[config.mk]
export PLATFORM = sky130hd
export DESIGN_NAME = main_bus_address_decoder_unit
export DESIGN_NICKNAME = d
export VERILOG_FILES = /design/src/sv/mbad_pkg.sv /design/src/sv/main_bus_address_decoder_unit.sv
export SDC_FILE = /design/constraint.sdc
export NUM_CORES = 1
export LEC_CHECK = 0
export BUFFER_PORTS_ARGS = -buffer_cell sky130_fd_sc_hd__buf_2
export CAP_MARGIN = 20
export CELL_PAD_IN_SITES_DETAIL_PLACEMENT = 2
export CELL_PAD_IN_SITES_GLOBAL_PLACEMENT = 2
export CORE_UTILIZATION = 38
export CTS_BUF_LIST = sky130_fd_sc_hd__clkbuf_4
export CTS_CLUSTER_SIZE = 28
export DETAILED_ROUTE_END_ITERATION = 8
export PLACE_DENSITY_LB_ADDON = 0.1
export SLEW_MARGIN = 0
export SYNTH_ARGS = -nofsm -noshare
export SYNTH_HDL_FRONTEND = slang
export SYNTH_SLANG_ARGS = --single-unit
[constraint.sdc]
create_clock -name clk -period 3.2 [get_ports clk]
set_input_delay 0.32 -clock clk [delete_from_list [all_inputs] [get_ports clk]]
set_output_delay 0.32 -clock clk [all_outputs]
set_load 0.01 [all_outputs]
[src/sv/mbad_pkg.sv]
// Shared types and constants for the main bus address decoder.
package mbad_pkg;

    // Payload widths
    localparam int ADDR_W   = 24;
    localparam int DATA_W   = 16;
    localparam int OFFSET_W = 17;
    localparam int DIP_W    = 8;
    localparam int ANALOG_W = 8;
    localparam int CFG_IDX_W = 1;

    // Main ROM size in words: default and the smallest size supported
    localparam int MAIN_ROM_WORDS_DEF = 65536;
    localparam int MAIN_ROM_WORDS_MIN = 1024;
    // Conditional-subtract steps that reduce a word address below the ROM size
    localparam int ROM_MOD_STEPS = OFFSET_W - $clog2(MAIN_ROM_WORDS_MIN);

    // Configuration register indexes
    localparam logic [CFG_IDX_W-1:0] CFG_DIP_A = 1'd0;
    localparam logic [CFG_IDX_W-1:0] CFG_DIP_B = 1'd1;

    // Target codes
    typedef enum logic [3:0] {
        TGT_NONE  = 4'd0,
        TGT_MROM  = 4'd1,
        TGT_WRAM  = 4'd2,
        TGT_TILE  = 4'd3,
        TGT_TEXT  = 4'd4,
        TGT_SPR   = 4'd5,
        TGT_PAL   = 4'd6,
        TGT_SROM  = 4'd7,
        TGT_ROAD  = 4'd8,
        TGT_SHR   = 4'd9,
        TGT_PPIA  = 4'd10,
        TGT_PPIB  = 4'd11,
        TGT_LOCAL = 4'd12
    } target_t;

    // Analog converter channels
    typedef enum logic [1:0] {
        CH_STEER    = 2'd0,
        CH_THROTTLE = 2'd1,
        CH_BRAKE    = 2'd2,
        CH_NONE     = 2'd3
    } analog_ch_t;

    // Input register port indexes
    localparam logic [1:0] PORT_BUTTONS = 2'd0;
    localparam logic [1:0] PORT_DIP_A   = 2'd1;
    localparam logic [1:0] PORT_DIP_B   = 2'd2;

    // Region bounds (inclusive byte addresses)
    localparam logic [ADDR_W-1:0] MROM_HI  = 24'h03FFFF;
    localparam logic [ADDR_W-1:0] WRAM_LO  = 24'h20C000;
    localparam logic [ADDR_W-1:0] WRAM_HI  = 24'h20FFFF;
    localparam logic [ADDR_W-1:0] TILE_LO  = 24'h400000;
    localparam logic [ADDR_W-1:0] TILE_HI  = 24'h403FFF;
    localparam logic [ADDR_W-1:0] TEXT_LO  = 24'h410000;
    localparam logic [ADDR_W-1:0] TEXT_HI  = 24'h410FFF;
    localparam logic [ADDR_W-1:0] SPR_LO   = 24'h600000;
    localparam logic [ADDR_W-1:0] SPR_HI   = 24'h6007FF;
    localparam logic [ADDR_W-1:0] PAL_LO   = 24'hA00000;
    localparam logic [ADDR_W-1:0] PAL_HI   = 24'hA00FFF;
    localparam logic [ADDR_W-1:0] SROM_LO  = 24'hC00000;
    localparam logic [ADDR_W-1:0] SROM_HI  = 24'hC3FFFF;
    localparam logic [ADDR_W-1:0] ROAD_LO  = 24'hC68000;
    localparam logic [ADDR_W-1:0] ROAD_HI  = 24'hC68FFF;
    localparam logic [ADDR_W-1:0] SHR_LO   = 24'hC7C000;
    localparam logic [ADDR_W-1:0] SHR_HI   = 24'hC7FFFF;
    localparam logic [ADDR_W-1:0] PPIA_LO  = 24'hE00000;
    localparam logic [ADDR_W-1:0] PPIA_HI  = 24'hE00FFF;
    localparam logic [ADDR_W-1:0] INREG_LO = 24'hE01000;
    localparam logic [ADDR_W-1:0] INREG_HI = 24'hE01FFF;
    localparam logic [ADDR_W-1:0] PPIB_LO  = 24'hE03000;
    localparam logic [ADDR_W-1:0] PPIB_HI  = 24'hE03FFF;
    // Within the port chip B page, offsets above this go to the analog converter
    localparam logic [5:0]        PPIB_SUB_HI = 6'h1F;

    localparam logic [DATA_W-1:0] OPEN_BUS   = 16'hFFFF;
    localparam logic [7:0]        UPPER_ONES = 8'hFF;

    // One decoded result beat
    typedef struct packed {
        logic [3:0]          target;
        logic [OFFSET_W-1:0] word_offset;
        logic                write_strobe;
        logic [DATA_W-1:0]   write_data;
        logic [DATA_W-1:0]   read_data;
        logic                upper_ones;
    } result_t;

endpackage

[src/sv/main_bus_address_decoder_unit.sv]
// Main bus address decoder: top level with input stage, decode and result register.
//
// Usage:
//   Input channel (in_valid/in_ready) carries one bus access per beat: operation,
//   bus_address, write_value and the sampled buttons/analog inputs. Output channel
//   (out_valid/out_ready) returns one decoded beat per access: target, word_offset,
//   write_strobe, write_data, read_data and upper_ones, in access order.
//   Configuration channel (cfg_valid/cfg_ready, cfg_index, cfg_data) sets the two
//   DIP switch banks; it is always ready. The user must write it only while the block is
//   idle; the block itself does not enforce this. Pipeline: input register, then the
//   decode into the result register. Throughput: one access per cycle while out_ready
//   is high; the decode is a handful of range compares and the main ROM offset
//   reduction, a chain of seven conditional subtracts.
// Stalls: when out_ready is low the result holds, one more access can sit in the
//   input register, and in_ready then drops until the result drains.
// Reset: both stages empty, DIP banks read 0xFF, analog result cleared to zero.
module main_bus_address_decoder_unit #(
    parameter int MAIN_ROM_WORDS = mbad_pkg::MAIN_ROM_WORDS_DEF
) (
    input  logic                             clk,
    input  logic                             rst_n,
    // input access channel
    input  logic                             in_valid,
    output logic                             in_ready,
    input  logic                             operation,
    input  logic [mbad_pkg::ADDR_W-1:0]      bus_address,
    input  logic [mbad_pkg::DATA_W-1:0]      write_value,
    input  logic [mbad_pkg::DATA_W-1:0]      buttons,
    input  logic [mbad_pkg::ANALOG_W-1:0]    steer,
    input  logic [mbad_pkg::ANALOG_W-1:0]    throttle,
    input  logic [mbad_pkg::ANALOG_W-1:0]    brake_level,
    input  logic [1:0]                       analog_channel,
    // result channel
    output logic                             out_valid,
    input  logic                             out_ready,
    output logic [3:0]                       target,
    output logic [mbad_pkg::OFFSET_W-1:0]    word_offset,
    output logic                             write_strobe,
    output logic [mbad_pkg::DATA_W-1:0]      write_data,
    output logic [mbad_pkg::DATA_W-1:0]      read_data,
    output logic                             upper_ones,
    // configuration channel
    input  logic                             cfg_valid,
    output logic                             cfg_ready,
    input  logic [mbad_pkg::CFG_IDX_W-1:0]   cfg_index,
    input  logic [mbad_pkg::DIP_W-1:0]       cfg_data
);

    localparam int ShiftW = mbad_pkg::OFFSET_W + mbad_pkg::ROM_MOD_STEPS;

    // Input stage
    logic                             in_valid_reg;
    logic                             op_reg;
    logic [mbad_pkg::ADDR_W-1:0]      addr_reg;
    logic [mbad_pkg::DATA_W-1:0]      wval_reg;
    logic [mbad_pkg::DATA_W-1:0]      btn_reg;
    logic [mbad_pkg::ANALOG_W-1:0]    steer_reg;
    logic [mbad_pkg::ANALOG_W-1:0]    throttle_reg;
    logic [mbad_pkg::ANALOG_W-1:0]    brake_reg;
    logic [1:0]                       chan_reg;

    // Result stage and state
    logic                             out_valid_reg;
    mbad_pkg::result_t                res_reg;
    mbad_pkg::result_t                res_next;
    logic [mbad_pkg::DIP_W-1:0]       dip_a_reg;
    logic [mbad_pkg::DIP_W-1:0]       dip_b_reg;
    logic [mbad_pkg::ANALOG_W-1:0]    analog_reg;
    logic [mbad_pkg::ANALOG_W-1:0]    analog_next;
    logic                             analog_wr;

    logic                             advance;
    logic                             in_fire;
    logic [mbad_pkg::OFFSET_W-1:0]    rom_off;

    // Handshake: the input stage moves into the result register when that is free
    assign advance   = in_valid_reg && (!out_valid_reg || out_ready);
    assign in_ready  = !in_valid_reg || advance;
    assign in_fire   = in_valid && in_ready;
    assign cfg_ready = 1'b1;

    // Input register
    always_ff @(posedge clk or negedge rst_n)
    begin
        if (!rst_n)
        begin
            in_valid_reg <= 1'b0;
        end
        else if (in_ready)
        begin
            in_valid_reg <= in_valid;
        end
    end

    always_ff @(posedge clk)
    begin
        if (in_fire)
        begin
            op_reg       <= operation;
            addr_reg     <= bus_address;
            wval_reg     <= write_value;
            btn_reg      <= buttons;
            steer_reg    <= steer;
            throttle_reg <= throttle;
            brake_reg    <= brake_level;
            chan_reg     <= analog_channel;
        end
    end

    // Main ROM offset: word address reduced modulo the ROM size by conditional subtracts
    always_comb
    begin
        logic [mbad_pkg::OFFSET_W-1:0] rem;
        logic [ShiftW-1:0]             span;
        rem = addr_reg[mbad_pkg::OFFSET_W:1];
        for (int i = mbad_pkg::ROM_MOD_STEPS - 1; i >= 0; i--)
        begin
            span = ShiftW'(MAIN_ROM_WORDS) << i;
            if (ShiftW'(rem) >= span)
            begin
                rem = rem - mbad_pkg::OFFSET_W'(span);
            end
        end
        rom_off = rem;
    end

    // Analog latch value for a converter write
    always_comb
    begin
        unique case (mbad_pkg::analog_ch_t'(chan_reg))
            mbad_pkg::CH_STEER:    analog_next = steer_reg;
            mbad_pkg::CH_THROTTLE: analog_next = throttle_reg;
            mbad_pkg::CH_BRAKE:    analog_next = brake_reg;
            default:               analog_next = '0;
        endcase
    end

    // Address decode
    always_comb
    begin
        logic                          wr;
        logic [mbad_pkg::ADDR_W-1:0]   a;
        logic [1:0]                    port;
        logic                          mem;
        logic                          rom;
        wr   = op_reg;
        a    = addr_reg;
        port = a[2:1];
        mem  = 1'b1;
        rom  = 1'b0;
        analog_wr = 1'b0;
        res_next  = '0;

        // plain memory regions
        if (a <= mbad_pkg::MROM_HI)
        begin
            res_next.target      = mbad_pkg::TGT_MROM;
            res_next.word_offset = rom_off;
            rom = 1'b1;
        end
        else if (a >= mbad_pkg::WRAM_LO && a <= mbad_pkg::WRAM_HI)
        begin
            res_next.target      = mbad_pkg::TGT_WRAM;
            res_next.word_offset = mbad_pkg::OFFSET_W'(a[13:1]);
        end
        else if (a >= mbad_pkg::TILE_LO && a <= mbad_pkg::TILE_HI)
        begin
            res_next.target      = mbad_pkg::TGT_TILE;
            res_next.word_offset = mbad_pkg::OFFSET_W'(a[13:1]);
        end
        else if (a >= mbad_pkg::TEXT_LO && a <= mbad_pkg::TEXT_HI)
        begin
            res_next.target      = mbad_pkg::TGT_TEXT;
            res_next.word_offset = mbad_pkg::OFFSET_W'(a[11:1]);
        end
        else if (a >= mbad_pkg::SPR_LO && a <= mbad_pkg::SPR_HI)
        begin
            res_next.target      = mbad_pkg::TGT_SPR;
            res_next.word_offset = mbad_pkg::OFFSET_W'(a[10:1]);
        end
        else if (a >= mbad_pkg::PAL_LO && a <= mbad_pkg::PAL_HI)
        begin
            res_next.target      = mbad_pkg::TGT_PAL;
            res_next.word_offset = mbad_pkg::OFFSET_W'(a[11:1]);
        end
        else if (a >= mbad_pkg::SROM_LO && a <= mbad_pkg::SROM_HI)
        begin
            res_next.target      = mbad_pkg::TGT_SROM;
            res_next.word_offset = a[17:1];
            rom = 1'b1;
        end
        else if (a >= mbad_pkg::ROAD_LO && a <= mbad_pkg::ROAD_HI)
        begin
            res_next.target      = mbad_pkg::TGT_ROAD;
            res_next.word_offset = mbad_pkg::OFFSET_W'(a[11:1]);
        end
        else if (a >= mbad_pkg::SHR_LO && a <= mbad_pkg::SHR_HI)
        begin
            res_next.target      = mbad_pkg::TGT_SHR;
            res_next.word_offset = mbad_pkg::OFFSET_W'(a[13:1]);
        end
        else
        begin
            mem = 1'b0;
        end

        if (mem)
        begin
            // writes to ROM are dropped entirely
            if (wr)
            begin
                if (rom)
                begin
                    res_next = '0;
                end
                else
                begin
                    res_next.write_strobe = 1'b1;
                    res_next.write_data   = wval_reg;
                end
            end
        end
        else if (a >= mbad_pkg::PPIA_LO && a <= mbad_pkg::PPIA_HI)
        begin
            res_next.target      = mbad_pkg::TGT_PPIA;
            res_next.word_offset = mbad_pkg::OFFSET_W'(port);
            if (wr)
            begin
                res_next.write_strobe = 1'b1;
                res_next.write_data   = {8'h00, wval_reg[7:0]};
            end
        end
        else if (a >= mbad_pkg::INREG_LO && a <= mbad_pkg::INREG_HI)
        begin
            // input registers are read only
            if (!wr)
            begin
                res_next.target      = mbad_pkg::TGT_LOCAL;
                res_next.word_offset = mbad_pkg::OFFSET_W'(port);
                unique case (port)
                    mbad_pkg::PORT_BUTTONS: res_next.read_data = btn_reg;
                    mbad_pkg::PORT_DIP_A:   res_next.read_data = {mbad_pkg::UPPER_ONES, dip_a_reg};
                    mbad_pkg::PORT_DIP_B:   res_next.read_data = {mbad_pkg::UPPER_ONES, dip_b_reg};
                    default:                res_next.read_data = mbad_pkg::OPEN_BUS;
                endcase
            end
        end
        else if (a >= mbad_pkg::PPIB_LO && a <= mbad_pkg::PPIB_HI)
        begin
            if (a[5:0] <= mbad_pkg::PPIB_SUB_HI)
            begin
                res_next.target      = mbad_pkg::TGT_PPIB;
                res_next.word_offset = mbad_pkg::OFFSET_W'(port);
                if (wr)
                begin
                    res_next.write_strobe = 1'b1;
                    res_next.write_data   = {8'h00, wval_reg[7:0]};
                end
                else
                begin
                    res_next.upper_ones = 1'b1;
                end
            end
            else
            begin
                // analog converter: a write latches, a read returns the latch
                res_next.target = mbad_pkg::TGT_LOCAL;
                if (wr)
                begin
                    analog_wr             = 1'b1;
                    res_next.write_strobe = 1'b1;
                    res_next.write_data   = {8'h00, analog_next};
                end
                else
                begin
                    res_next.read_data  = {mbad_pkg::UPPER_ONES, analog_reg};
                    res_next.upper_ones = 1'b1;
                end
            end
        end
        else if (!wr)
        begin
            res_next.read_data = mbad_pkg::OPEN_BUS;
        end
    end

    // Result register, configuration and analog latch
    always_ff @(posedge clk or negedge rst_n)
    begin
        if (!rst_n)
        begin
            out_valid_reg <= 1'b0;
            dip_a_reg     <= '1;
            dip_b_reg     <= '1;
            analog_reg    <= '0;
        end
        else
        begin
            if (advance)
            begin
                out_valid_reg <= 1'b1;
            end
            else if (out_ready)
            begin
                out_valid_reg <= 1'b0;
            end

            if (advance && analog_wr)
            begin
                analog_reg <= analog_next;
            end

            if (cfg_valid && cfg_ready)
            begin
                unique case (cfg_index)
                    mbad_pkg::CFG_DIP_A: dip_a_reg <= cfg_data;
                    mbad_pkg::CFG_DIP_B: dip_b_reg <= cfg_data;
                    default: ;
                endcase
            end
        end
    end

    always_ff @(posedge clk)
    begin
        if (advance)
        begin
            res_reg <= res_next;
        end
    end

    // Output drive
    assign out_valid    = out_valid_reg;
    assign target       = res_reg.target;
    assign word_offset  = res_reg.word_offset;
    assign write_strobe = res_reg.write_strobe;
    assign write_data   = res_reg.write_data;
    assign read_data    = res_reg.read_data;
    assign upper_ones   = res_reg.upper_ones;

`ifndef SYNTH
    // A write beat never carries local read data
    a_wr_no_rdata: assert property (@(posedge clk) disable iff (!rst_n)
        out_valid && write_strobe |-> read_data == '0)
        else $error("write beat carries read data");

    // ROM regions never produce a write strobe
    a_rom_no_write: assert property (@(posedge clk) disable iff (!rst_n)
        out_valid && (target == mbad_pkg::TGT_MROM || target == mbad_pkg::TGT_SROM)
            |-> !write_strobe)
        else $error("write strobe on ROM target");

    // The analog latch only changes when a decoded beat moves into the result stage
    a_analog_on_advance: assert property (@(posedge clk) disable iff (!rst_n)
        !$stable(analog_reg) |-> $past(advance))
        else $error("analog latch changed without a decoded beat");

    // A stalled input stage keeps its beat
    a_stage_holds: assert property (@(posedge clk) disable iff (!rst_n)
        in_valid_reg && !advance |=> in_valid_reg && $stable(addr_reg))
        else $error("input stage lost a beat");
`endif

endmodule

* After elaboration in Yosys (flattened, before gate mapping)
Index checks and enable logic that the tools add are counted.
** Cells by class
- Add/subtract/negate cells :: 1
- Order comparisons :: 25
- Equal/unequal tests :: 4
- Muxes and demuxes :: 61
- Bitwise operators :: 1
- Reductions and logical operators :: 23
** Operators with widths (count)
- $mux W21 :: 12
- $ge A24 B24 Y1 const B :: 7
- $le A24 B24 Y1 const B :: 7
- $mux W17 :: 9
- $mux W55 :: 2
- $mux W16 :: 5
- $mux W38 :: 2
- $ge A24 B23 Y1 const B :: 3
- $le A24 B23 Y1 const B :: 3
- $pmux W16 S3 :: 1
- $mux W1 :: 28
- $ge A24 B22 Y1 const B :: 1
- $le A24 B18 Y1 const B :: 1
- $le A24 B22 Y1 const B :: 1
- $pmux W8 S3 :: 1
- $ge A17 B17 Y1 const B :: 1
- $sub A17 B17 Y17 const B :: 1
- $logic_and A1 B1 Y1 :: 14
- $le A6 B5 Y1 const B :: 1
- $eq A2 B1 Y1 const B :: 2
- $eq A2 B2 Y1 const B :: 2
- $logic_not A2 Y1 :: 2
- $reduce_and A2 Y1 :: 2
- $mux W3 :: 1
- 4 further kinds :: 6
** Storage, ports and cells
- Flip-flop bits (word level) :: 164
- Bits of input ports :: 97
- Output and inout port bits :: 58

* Longest topological paths before layout
Gate-level depths: netlist (run 1).
- Depth after elaboration :: 16
- Mapped depth :: 8

* Least setup slack after synthesis (run 1)
No wires, ideal clock.
- Path kind :: reg2reg
- From :: register out_valid_reg (netlist: out_valid)
- To :: register addr_reg[10] (netlist name), enable pin
- Setup time :: 0.450 ns
- Data arrival time :: 2.545 ns
- Setup slack :: 0.206 ns
- Stages on the path, launching flop included :: 3
- Buffers on the path :: 0
- Clock period less this slack :: 2.994 ns
- Cell sequence :: dfrtp_1 nand3b_1 and2_1
** Between the ends
- Word-level cells in the longest chain between the ends :: 5
** Ends and longest elaborated chain
- start, declared :: RTL line main_bus_address_decoder_unit.sv:63 : logic out_valid_reg;
- start signal, assigned :: RTL line main_bus_address_decoder_unit.sv:292 : out_valid_reg <= 1'b0;
- start signal, assigned :: RTL line main_bus_address_decoder_unit.sv:301 : out_valid_reg <= 1'b1;
- start signal, assigned :: RTL line main_bus_address_decoder_unit.sv:305 : out_valid_reg <= 1'b0;
- $logic_not A1 Y1 :: RTL line main_bus_address_decoder_unit.sv:77 : assign advance = in_valid_reg && (!out_valid_reg || out_ready);
- $logic_or A1 B1 Y1 :: RTL line main_bus_address_decoder_unit.sv:77
- $logic_and A1 B1 Y1 :: RTL line main_bus_address_decoder_unit.sv:77
- $logic_or A1 B1 Y1 :: RTL line main_bus_address_decoder_unit.sv:78 : assign in_ready = !in_valid_reg || advance;
- via in_ready :: RTL line main_bus_address_decoder_unit.sv:24 : output logic in_ready,
- $logic_and A1 B1 Y1 :: RTL line main_bus_address_decoder_unit.sv:79 : assign in_fire = in_valid && in_ready;
- via in_fire :: RTL line main_bus_address_decoder_unit.sv:73 : logic in_fire;
- end signal, assigned :: RTL line main_bus_address_decoder_unit.sv:100 : addr_reg <= bus_address;
- end, declared :: RTL line main_bus_address_decoder_unit.sv:54 : logic [mbad_pkg::ADDR_W-1:0] addr_reg;
The timed path passes the listed nets, and every way through them passes these cells.
A chain may end at the register's enable or synchronous reset.

* Worst setup path after layout (run 1)
- From :: register addr_reg[23] (netlist name)
- To :: register res_reg (netlist bit write_data[10]), data pin
** Between the ends
- Word-level cells in the longest chain between the ends :: 12
** Ends and longest elaborated chain
- $ge A24 B24 Y1 (tied with other cells) :: RTL line main_bus_address_decoder_unit.sv:186 : else if (a >= mbad_pkg::SROM_LO && a <= mbad_pkg::SROM_HI)
- $logic_and A1 B1 Y1 (on tied branches) :: RTL line main_bus_address_decoder_unit.sv:186, main_bus_address_decoder_unit.sv:197
- $mux W1 (on tied branches) :: RTL line main_bus_address_decoder_unit.sv:186, main_bus_address_decoder_unit.sv:197
- $mux W1 (on tied branches) :: RTL line main_bus_address_decoder_unit.sv:181, main_bus_address_decoder_unit.sv:192
- $mux W1 (on tied branches) :: RTL line main_bus_address_decoder_unit.sv:176, main_bus_address_decoder_unit.sv:186
- $mux W1 (on tied branches) :: RTL line main_bus_address_decoder_unit.sv:171, main_bus_address_decoder_unit.sv:181
- $mux W1 (on tied branches) :: RTL line main_bus_address_decoder_unit.sv:166, main_bus_address_decoder_unit.sv:176
- $mux W1 (on tied branches) :: RTL line main_bus_address_decoder_unit.sv:161, main_bus_address_decoder_unit.sv:171
- $mux W1 (on tied branches) :: RTL line main_bus_address_decoder_unit.sv:155, main_bus_address_decoder_unit.sv:166
- $mux W17 / $mux W1 (equally long branches) :: RTL line main_bus_address_decoder_unit.sv:212, main_bus_address_decoder_unit.sv:161
- $mux W55 / $mux W1 (equally long branches) :: RTL line main_bus_address_decoder_unit.sv:210, main_bus_address_decoder_unit.sv:155
- $mux W55 * :: RTL line main_bus_address_decoder_unit.sv:207 : if (mem)
- end signal, assigned :: RTL line main_bus_address_decoder_unit.sv:328 : res_reg <= res_next;
- end, declared :: RTL line main_bus_address_decoder_unit.sv:64 : mbad_pkg::result_t res_reg;
Every way passes the cells marked *; elsewhere a longest branch is shown, timed or not.

==> out/metrics.cfg, run 1 <==
[clock_network]
cts.sinks = 163
cts_tree = built
path_clk_slew_ns = 0.14
tritoncts.num_buffers = 17
clockRootBuffer = clkbuf_4
cts_max_level = 4
clockBufferDepth = 2
clkLatencyLatePin_ns = 0.57
cts_setup_buffers = 0

[timing]
rsz0062_at_grt = no
max_slew_margin_pct = 43.4
worst_slack_ns = 0.301
maxSlewViolCount = 0
finalSetupTns_ns = 0
setup_viol = 0
finalClockSkew_ns = 0.0197
period_needed_ns = 2.90
finalCritPeriodShare_pct = 90.6
finalHoldViolCount = 0
tightestPinTransition_ns = 0.848
fmax_ghz = 0.345

[critical_path]
critical_path.max_fanout = 11
r2r_cells = 6
r2r_start = addr_reg[23]
crit_path_end_kind = register
critPathKind = reg2reg
rr_endpoint = write_data[10]
r2r_slack_ns = 0.30
worstPathRequired_ns = 3.63
cp.arrival_ns = 3.33
cp-start-kind = register

[global_routing]
grt_pass1_vias = 5218
grt_overflow = 0
antenna_found_initial = 0
grt_usage_pct = 22.5
grt_max_degree = 53
grt_pass1_wl_mm = 29.5

[floorplan]
die-area_mm2 = 0.0178
rows = 47
die_w_um = 133
fp.dieH_um = 133
ios = 155
core_mm2 = 0.0167
start_util_pct = 39.2

[synthesis]
ys_ff_latch = 163
yosys.area.top_type = edfxtp_1
synth-seq-area-share_pct = 73.0
synth_cell_types = 54
synthTopCellsByArea = edfxtp_1 63%, dfstp_2 6.4%, dfrtp_1 3.8%, mux2_2 2.7%, and2_1 2.2%
synth_edf_count = 137
yosysWarnings = 0
async_flop_share_pct = 16.0
netlist_instances = 419
synth_top_area_share_pct = 62.8
synthesis.area_mm2 = 0.00655
synth_nets = 520
syn_area_per_cell_um2 = 15.6
synthFlopType = edfxtp_1

[layout]
largest_reg_flops = 23
fin_area_mm2 = 0.00879
diodes = 0
syn2layout_area_growth_pct = 34.2
fin_nets = 773
drive_above_1_share_pct = 35.6

[worst_hold_path]
worstHoldPathCells = 3
hold_path.startpoint = out_ready
min_to = out_valid
worstHoldPathType = in2reg

[place]
place_area_mm2 = 0.00758
routabilityCongestion = 0.773
hpwl_mm = 11.6
post-place-ws_ns = 0.382
portBuffers = 152

[routing]
num_vias = 4559
wirelength_mm = 18.6
post-route-drc-count = 0
drt_iter0_drc = 281
vias_per_cell = 5.04
postRouteAntennaNets = 0
wl_per_cell_um = 20.5
drtPass1Iterations = 5

[power_and_ir_drop]
p_leak_nw = 3.49
vdd_drop_max_uv = 337
p_per_area_mw_per_mm2 = 491

[job]
max_cap_violations = 0

[run_status]
outcome = finished clean

## cells by family after synthesis
logic type / synth area share [%]
DFF: 73.0
and+or+nand+nor: 11.2
adders and majority gates: 0.764
buffers and inverters: 1.39
AOI/OAI and AO/OA: 8.23
muxes: 5.35
other: 0.0572
## power by group
part	leakage [nW]	switching (mW)	total (mW)	internal, mW
clock network	0.143	0.779	1.26	0.481
logic	1.71	0.250	0.478	0.228
registers	1.64	0.0802	2.58	2.50
total	3.49	1.11	4.31	3.20
## metal layers
metal	vias up	wire [µm]	track usage, %
met4	0	295	7.95
met2	116	10400	42.1
li1	2121	-	-
met5	-	0	0
met3	23	679	4.00
met1	2299	7220	25.4
## final cells by class
type	instances	area [µm²]
clock buffers	18	135
clock inverters	14	158
fillers	1602	7910
inverters	3	11.3
multi-input cells	236	1680
flip-flops and latches	163	4780
well taps	220	275
repair buffers	251	1750
## worst max-delay path, stage by stage (launching register included)
cell      delay, ns
edfxtp_1       0.63
or4bb_1        0.55
a211oi_1       0.48
nor3_1         0.17
and2_1         0.32
nor3b_4        0.39
and2_1         0.23
## synth_stat cells, drive strengths merged (4+ instances only)
master	n
nand3	4
buf	9
a32o	8
nor3	4
clkbuf	8
or2	5
ha	4
nand2b	5
nand2	39
and3	5
a31oi	4
a211oi	10
nor2b	4
a21oi	21
nor2	18
dfstp	16
or4	4
dfrtp	10
and2	23
nor4	5
mux2	24
o21ai	12
edfxtp	137
mux2i	8
a222oi	8
## what timing repair did
action | 4_1_cts | 5_1_grt
endpoints found under the setup margin | 0 | 0
hold buffers | 92 | 0
gates resized for setup | 0 | 0
hold endpoints to repair | 109 | 0
## per-stage QoR
stage	power, mW	cells	util, %	hold WS (ns)
after floorplan	2.80	419	-	0.0244
after global placement	2.98	781	45.4	0.343
after detailed placement	3.01	781	45.4	0.373
after CTS	4.34	905	52.6	0.00218
after global routing	4.49	905	52.6	0.0462
final	4.31	905	52.6	0.0706
## worst max-delay path by stage
stage / slack [ns] / end / depth (start not counted) / from
finish: 0.30 / write_data[10] / 6 / addr_reg[23]
global route: 0.16 / write_data[10] / 6 / addr_reg[23]
CTS: 0.36 / word_offset[14] / 6 / addr_reg[23]
detailed placement: 0.38 / word_offset[13] / 6 / addr_reg[23]
global placement: 0.51 / word_offset[13] / 6 / addr_reg[23]
floorplan: 0.21 / addr_reg[10] / 2 / out_valid
## placed cells by master, fill, tap and decap left out, drive strengths merged, types with 3 or more instances in the layout
cell type	instances
a211oi	10
a21o	3
a21oi	21
a222oi	8
a31oi	4
a32o	8
and2	23
and3	5
buf	159
clkbuf	18
clkinv	5
clkinvlp	5
dfrtp	10
dfstp	16
dlygate4sd3	92
edfxtp	137
ha	4
inv	5
mux2	24
mux2i	8
nand2	39
nand2b	5
nand3	4
nand4	3
nor2	18
nor2b	4
nor3	4
nor4	5
o21ai	12
or2	5
or4	4
Power figures use the tool's default switching activity.
==> inputs of run 2 (changes only) <==
==> constraint.sdc (replaced) <==
create_clock -name clk -period 2.8 [get_ports clk]
set_input_delay 0.28 -clock clk [delete_from_list [all_inputs] [get_ports clk]]
set_output_delay 0.28 -clock clk [all_outputs]
set_load 0.01 [all_outputs]
==> run 2 against run 1 <==
Compared with the run above:
- fmax grew 9.6%
- routed wire length grew 3.8%
- setup slack lost 0.15 ns
- first-iteration DRC count shrank 13%
- worst hold slack gained 0.15 ns
- count of clock-buffer cells in the layout shrank 1
- largest cell class unchanged
==> out/metrics.cfg, run 2 (synthesized netlist as in run 1, its figures left out) <==
[floorplan]
die-area_mm2 = 0.0178
start_util_pct = 39.2
rows = 47
die_w_um = 133
ios = 155
core_mm2 = 0.0167
fp.dieH_um = 133

[routing]
postRouteAntennaNets = 0
post-route-drc-count = 0
vias_per_cell = 5.03
wirelength_mm = 19.3
drtPass1Iterations = 7
wl_per_cell_um = 21.1
drt_iter0_drc = 244
num_vias = 4611

[clock_network]
clkLatencyLatePin_ns = 0.62
cts_max_level = 4
cts_tree = built
clockBufferDepth = 2
clockRootBuffer = clkbuf_4
cts.sinks = 163
tritoncts.num_buffers = 17
path_clk_slew_ns = 0.15

[timing]
finalClockSkew_ns = 0.0374
rsz0062_at_grt = no
finalHoldViolCount = 0
setup_viol = 0
fmax_ghz = 0.378
finalSetupTns_ns = 0
max_slew_margin_pct = 40.4
finalCritPeriodShare_pct = 94.5
tightestPinTransition_ns = 0.892
maxSlewViolCount = 0
period_needed_ns = 2.65
worst_slack_ns = 0.154
holdWs_ns = 0.224

[critical_path]
worstPathRequired_ns = 3.15
cp.arrival_ns = 3.00
cp-start-kind = register
crit_path_end_kind = register
r2r_slack_ns = 0.15
critPathKind = reg2reg
crit_path_cell_trace = or4b_4, nor4_1, nor3_1, and2_1, nand2b_1, and3_1
slowest_stage = or4b_4
worstSetupStartpoint = addr_reg[16]
critical_path.max_fanout = 6
r2r_start = addr_reg[16]
max_stage_delay_ns = 0.59

[power_and_ir_drop]
total_power_mw = 5.07
p_comb_share_pct = 11.2
p_leak_nw = 3.56
vdd_drop_max_uv = 350
swShare_pct = 26.0
p_seq_share_pct = 58.0
clkPwrFrac_pct = 30.8
intPower_mw = 3.75
power.switching_mw = 1.32
p_per_area_mw_per_mm2 = 569

[worst_hold_path]
worstHoldPathType = in2async

[global_routing]
grt_pass1_vias = 5151
grt_pass1_wl_mm = 29.8
grt_usage_pct = 22.9
grt_max_degree = 83
antenna_found_initial = 0
grt_overflow = 0

[place]
portBuffers = 152
routabilityCongestion = 0.794
hpwl_mm = 11.4
place_area_mm2 = 0.00763
post-place-ws_ns = 0.191

[run_status]
outcome = finished clean

[layout]
layout_commonest_cell = buf_2
fin_area_mm2 = 0.00891
drive_above_1_share_pct = 36.2
largest_reg_flops = 23
final_cell_mix = 152 x buf_2, 137 x edfxtp_1, 94 x dlygate4sd3_1, 37 x nand2_1, 21 x and2_1
fin_nets = 784
syn2layout_area_growth_pct = 36.0

[job]
max_cap_violations = 0

-- run 2: changes by cell type in the layout (fill, tap and decap cells not counted), sizes merged --
cell / delta
diode: +1
inv: +2
clkbuf: -1
clkinvlp: -2
bufinv: +1
dlygate4sd3: +2
buf: +9
-- run 2: layer usage --
layer,GRT usage [%],vias up,wire (µm)
met5,0,-,0
met4,9.28,0,513
met2,42.1,131,10600
li1,-,2145,-
met1,26.1,2298,7490
met3,4.26,37,665
-- run 2: final cells by class --
type                       count  area (µm²)
antenna                        1        2.50
clock buffer                  17         128
clock inverter                15         180
fill                        1574        7790
inverter                       3        11.3
multi-input combinational    236        1680
sequential                   163        4780
tap                          220         275
timing repair buffer         262        1850
-- run 2: what timing repair did --
action,4_1_cts,5_1_grt
hold buffers,94,0
setup endpoints to repair,0,4
gates resized for setup,0,1
setup buffers,0,4
hold endpoints to repair,110,0
-- run 2: power groups by stage --
stage,Combinational (mW),Sequential [mW],Clock (mW)
finish,0.565,2.94,1.56
global route,0.610,2.96,1.68
CTS,0.556,2.94,1.56
detailed placement,0.451,2.99,0
global placement,0.429,2.98,0
floorplan,0.210,2.99,0
-- run 2: worst paths after layout --
kind / to / depth (start not counted)
setup / recovery: word_offset[13] / 6
hold / removal: analog_reg[1] / 2
setup reg to reg: word_offset[13] / 6
hold reg to reg: analog_reg[6] / 1
max in group asynchronous: analog_reg[0] / 2
min in group clk: dip_a_reg[2] / 3
-- run 2: stage by stage --
stage          cells  util (%)
6_report         917      53.4
2_1_floorplan    419         -
3_3_place_gp     786      45.7
3_5_place_dp     786      45.7
5_1_grt          916      53.3
4_1_cts          912      53.2
-- run 2: worst max-delay path: cells and delay by family (launching register included) --
kind             cells  cell delay (ns)
DFF                  1             0.52
and+or+nand+nor      6             1.89
==> inputs of run 3 (changes only) <==
--- a/config.mk
+++ b/config.mk
@@ -5,14 +5,14 @@
 export SDC_FILE = /design/constraint.sdc
 export NUM_CORES = 1
 export LEC_CHECK = 0
-export BUFFER_PORTS_ARGS = -buffer_cell sky130_fd_sc_hd__buf_2
 export CAP_MARGIN = 20
 export CELL_PAD_IN_SITES_DETAIL_PLACEMENT = 2
 export CELL_PAD_IN_SITES_GLOBAL_PLACEMENT = 2
-export CORE_UTILIZATION = 38
+export CORE_UTILIZATION = 45
 export CTS_BUF_LIST = sky130_fd_sc_hd__clkbuf_4
 export CTS_CLUSTER_SIZE = 28
 export DETAILED_ROUTE_END_ITERATION = 8
+export DONT_BUFFER_PORTS = 1
 export PLACE_DENSITY_LB_ADDON = 0.1
 export SLEW_MARGIN = 0
 export SYNTH_ARGS = -nofsm -noshare
==> constraint.sdc (replaced) <==
create_clock -name clk -period 2.47 [get_ports clk]
set_input_delay 0.247 -clock clk [delete_from_list [all_inputs] [get_ports clk]]
set_output_delay 0.247 -clock clk [all_outputs]
set_load 0.01 [all_outputs]
==> run 3 against run 2 <==
Compared with the run above:
- die area down 15%
- first-iteration DRC count up 70%
- register-to-register slack worse by 0.29 ns
- highest routed layer unchanged
- critical path type unchanged
- final area down 3.6%
- sequential share of layout area up 2.0 points
- the run now ends with setup timing left
==> out/metrics.cfg, run 3 (synthesized netlist as in run 1, its figures left out) <==
[critical_path]
worstPathRequired_ns = 2.92
r2r_cells = 8
r2r_start = addr_reg[17]
crit_top_cell = buf_4
cp.arrival_ns = 3.05
max_stage_delay_ns = 0.63
slowest_stage = or4b_4
crit_path_cell_trace = or4b_4, buf_4, nor2_4, nand4_4, nor4_2, buf_4, a21oi_1, nor2_1
cp-start-kind = register
r2r_slack_ns = -0.14
critPathKind = reg2reg
crit_path_end_kind = register
rr_endpoint = read_data[8]
critical_path.max_fanout = 9

[routing]
post-route-drc-count = 0
drt_iter0_drc = 415
wirelength_mm = 27.0
num_vias = 4722
drtPass1Iterations = 6
vias_per_cell = 6.25
postRouteAntennaNets = 0
wl_per_cell_um = 35.7

[power_and_ir_drop]
p_seq_share_pct = 59.4
total_power_mw = 5.75
power.switching_mw = 1.72
p_comb_share_pct = 10.6
swShare_pct = 29.8
intPower_mw = 4.04
p_leak_nw = 3.22
vdd_drop_max_uv = 630
p_per_area_mw_per_mm2 = 669
clkPwrFrac_pct = 30.0

[timing]
setup_viol = 44
finalCritPeriodShare_pct = 106
maxSlewViolCount = 0
holdWs_ns = 0.0704
finalHoldViolCount = 0
finalSetupTns_ns = -1.72
tightestPinTransition_ns = 0.874
rsz0062_at_grt = yes
worst_slack_ns = -0.138
period_needed_ns = 2.61
finalClockSkew_ns = 0.0384
max_slew_margin_pct = 41.6
fmax_ghz = 0.384

[floorplan]
fp.dieH_um = 123
rows = 43
die-area_mm2 = 0.0151
core_mm2 = 0.0140
die_w_um = 123
ios = 155
start_util_pct = 46.7

[place]
routabilityCongestion = 0.807
place_inst = 616
portBuffers = 0
hpwl_mm = 12.2

[worst_hold_path]
min_to = wval_reg[5]
worstHoldPathCells = 1
hold_path.startpoint = in_valid
worstHoldPathType = in2reg

[clock_network]
path_clk_slew_ns = 0.18
clkLatencyLatePin_ns = 0.62
tritoncts.num_buffers = 17
cts.sinks = 163
cts_max_level = 4
clockBufferDepth = 2
clockRootBuffer = clkbuf_4
cts_tree = built

[layout]
fin_nets = 661
largest_reg_flops = 23
final_cell_mix = 137 x edfxtp_1, 94 x dlygate4sd3_1, 38 x buf_4, 37 x nand2_1, 18 x clkbuf_4
layout_commonest_cell = edfxtp_1
syn2layout_area_growth_pct = 31.1
drive_above_1_share_pct = 31.2
final_cells = 755

[global_routing]
grt_overflow = 0
grt_max_degree = 41
grt_pass1_wl_mm = 34.5
grt_usage_pct = 33.2
antenna_found_initial = 1
grt_pass1_vias = 4993

[run_status]
violations = setup timing
outcome = finished, violations left

[job]
max_cap_violations = 0

-- run 3: cell count changes in the layout (fill, tap and decap cells not counted), sizes merged --
cell,change
clkinv,-1
clkbuf,+1
buf,-123
diode,+1
bufinv,-2
inv,+4
clkinvlp,-2
-- run 3: power by group through the flow --
stage / logic, mW / clock network, mW / registers, mW
2_1_floorplan: 0.239 / 0 / 3.38
3_3_place_gp: 0.343 / 0 / 3.41
3_5_place_dp: 0.368 / 0 / 3.43
4_1_cts: 0.514 / 1.61 / 3.37
5_1_grt: 0.633 / 1.83 / 3.43
6_report: 0.609 / 1.73 / 3.42
-- run 3: timing repair --
| action | 4_1_cts | 5_1_grt |
|---|---|---|
| cloned | 0 | 0 |
| buffers inserted | 1 | 9 |
| gates resized for setup | 10 | 53 |
| endpoints found under the setup margin | 43 | 57 |
| hold endpoints to repair | 126 | 0 |
| pin swaps | 0 | 23 |
| hold buffers | 95 | 0 |
-- run 3: metal layers --
layer | vias to the layer above | wire, µm | global-route usage, %
met5 | - | 0 | 0
met4 | 0 | 1150 | 14.5
met3 | 72 | 1810 | 7.90
met2 | 284 | 14700 | 59.4
met1 | 2458 | 9310 | 37.5
li1 | 1908 | - | -
-- run 3: stage by stage --
step / setup WS, ns / utilization (%) / cell area [µm²]
global route: -0.137 / 61.2 / 8590
CTS: 0.0134 / 59.0 / 8280
detailed placement: -0.0650 / 49.8 / 7000
global placement: 0.0154 / 49.8 / 7000
finish: -0.138 / 61.2 / 8590
floorplan: 0.154 / - / 6560
-- run 3: critical path: cells and delay by family (launching register included) --
kind / cells / cell delay, ns
DFF: 1 / 0.49
buffers and inverters: 2 / 0.45
and+or+nand+nor: 5 / 1.38
AOI/OAI and AO/OA: 1 / 0.12
-- run 3: area by class of cell --
type | instances | area, µm²
antenna | 2 | 5.00
clock buffer | 18 | 135
clock inverter | 14 | 141
fill | 1166 | 5450
inverter | 3 | 11.3
multi-input combinational | 236 | 1940
sequential | 163 | 4780
tap | 180 | 225
timing repair buffer | 139 | 1350
-- run 3: worst max-delay path by stage --
stage,to,depth (start not counted),from
after detailed placement,word_offset[13],6,addr_reg[17]
after global routing,read_data[8],8,addr_reg[17]
final,read_data[8],8,addr_reg[17]
after CTS,read_data[6],7,addr_reg[12]
after floorplan,word_offset[13],7,addr_reg[12]
after global placement,word_offset[13],6,addr_reg[18]
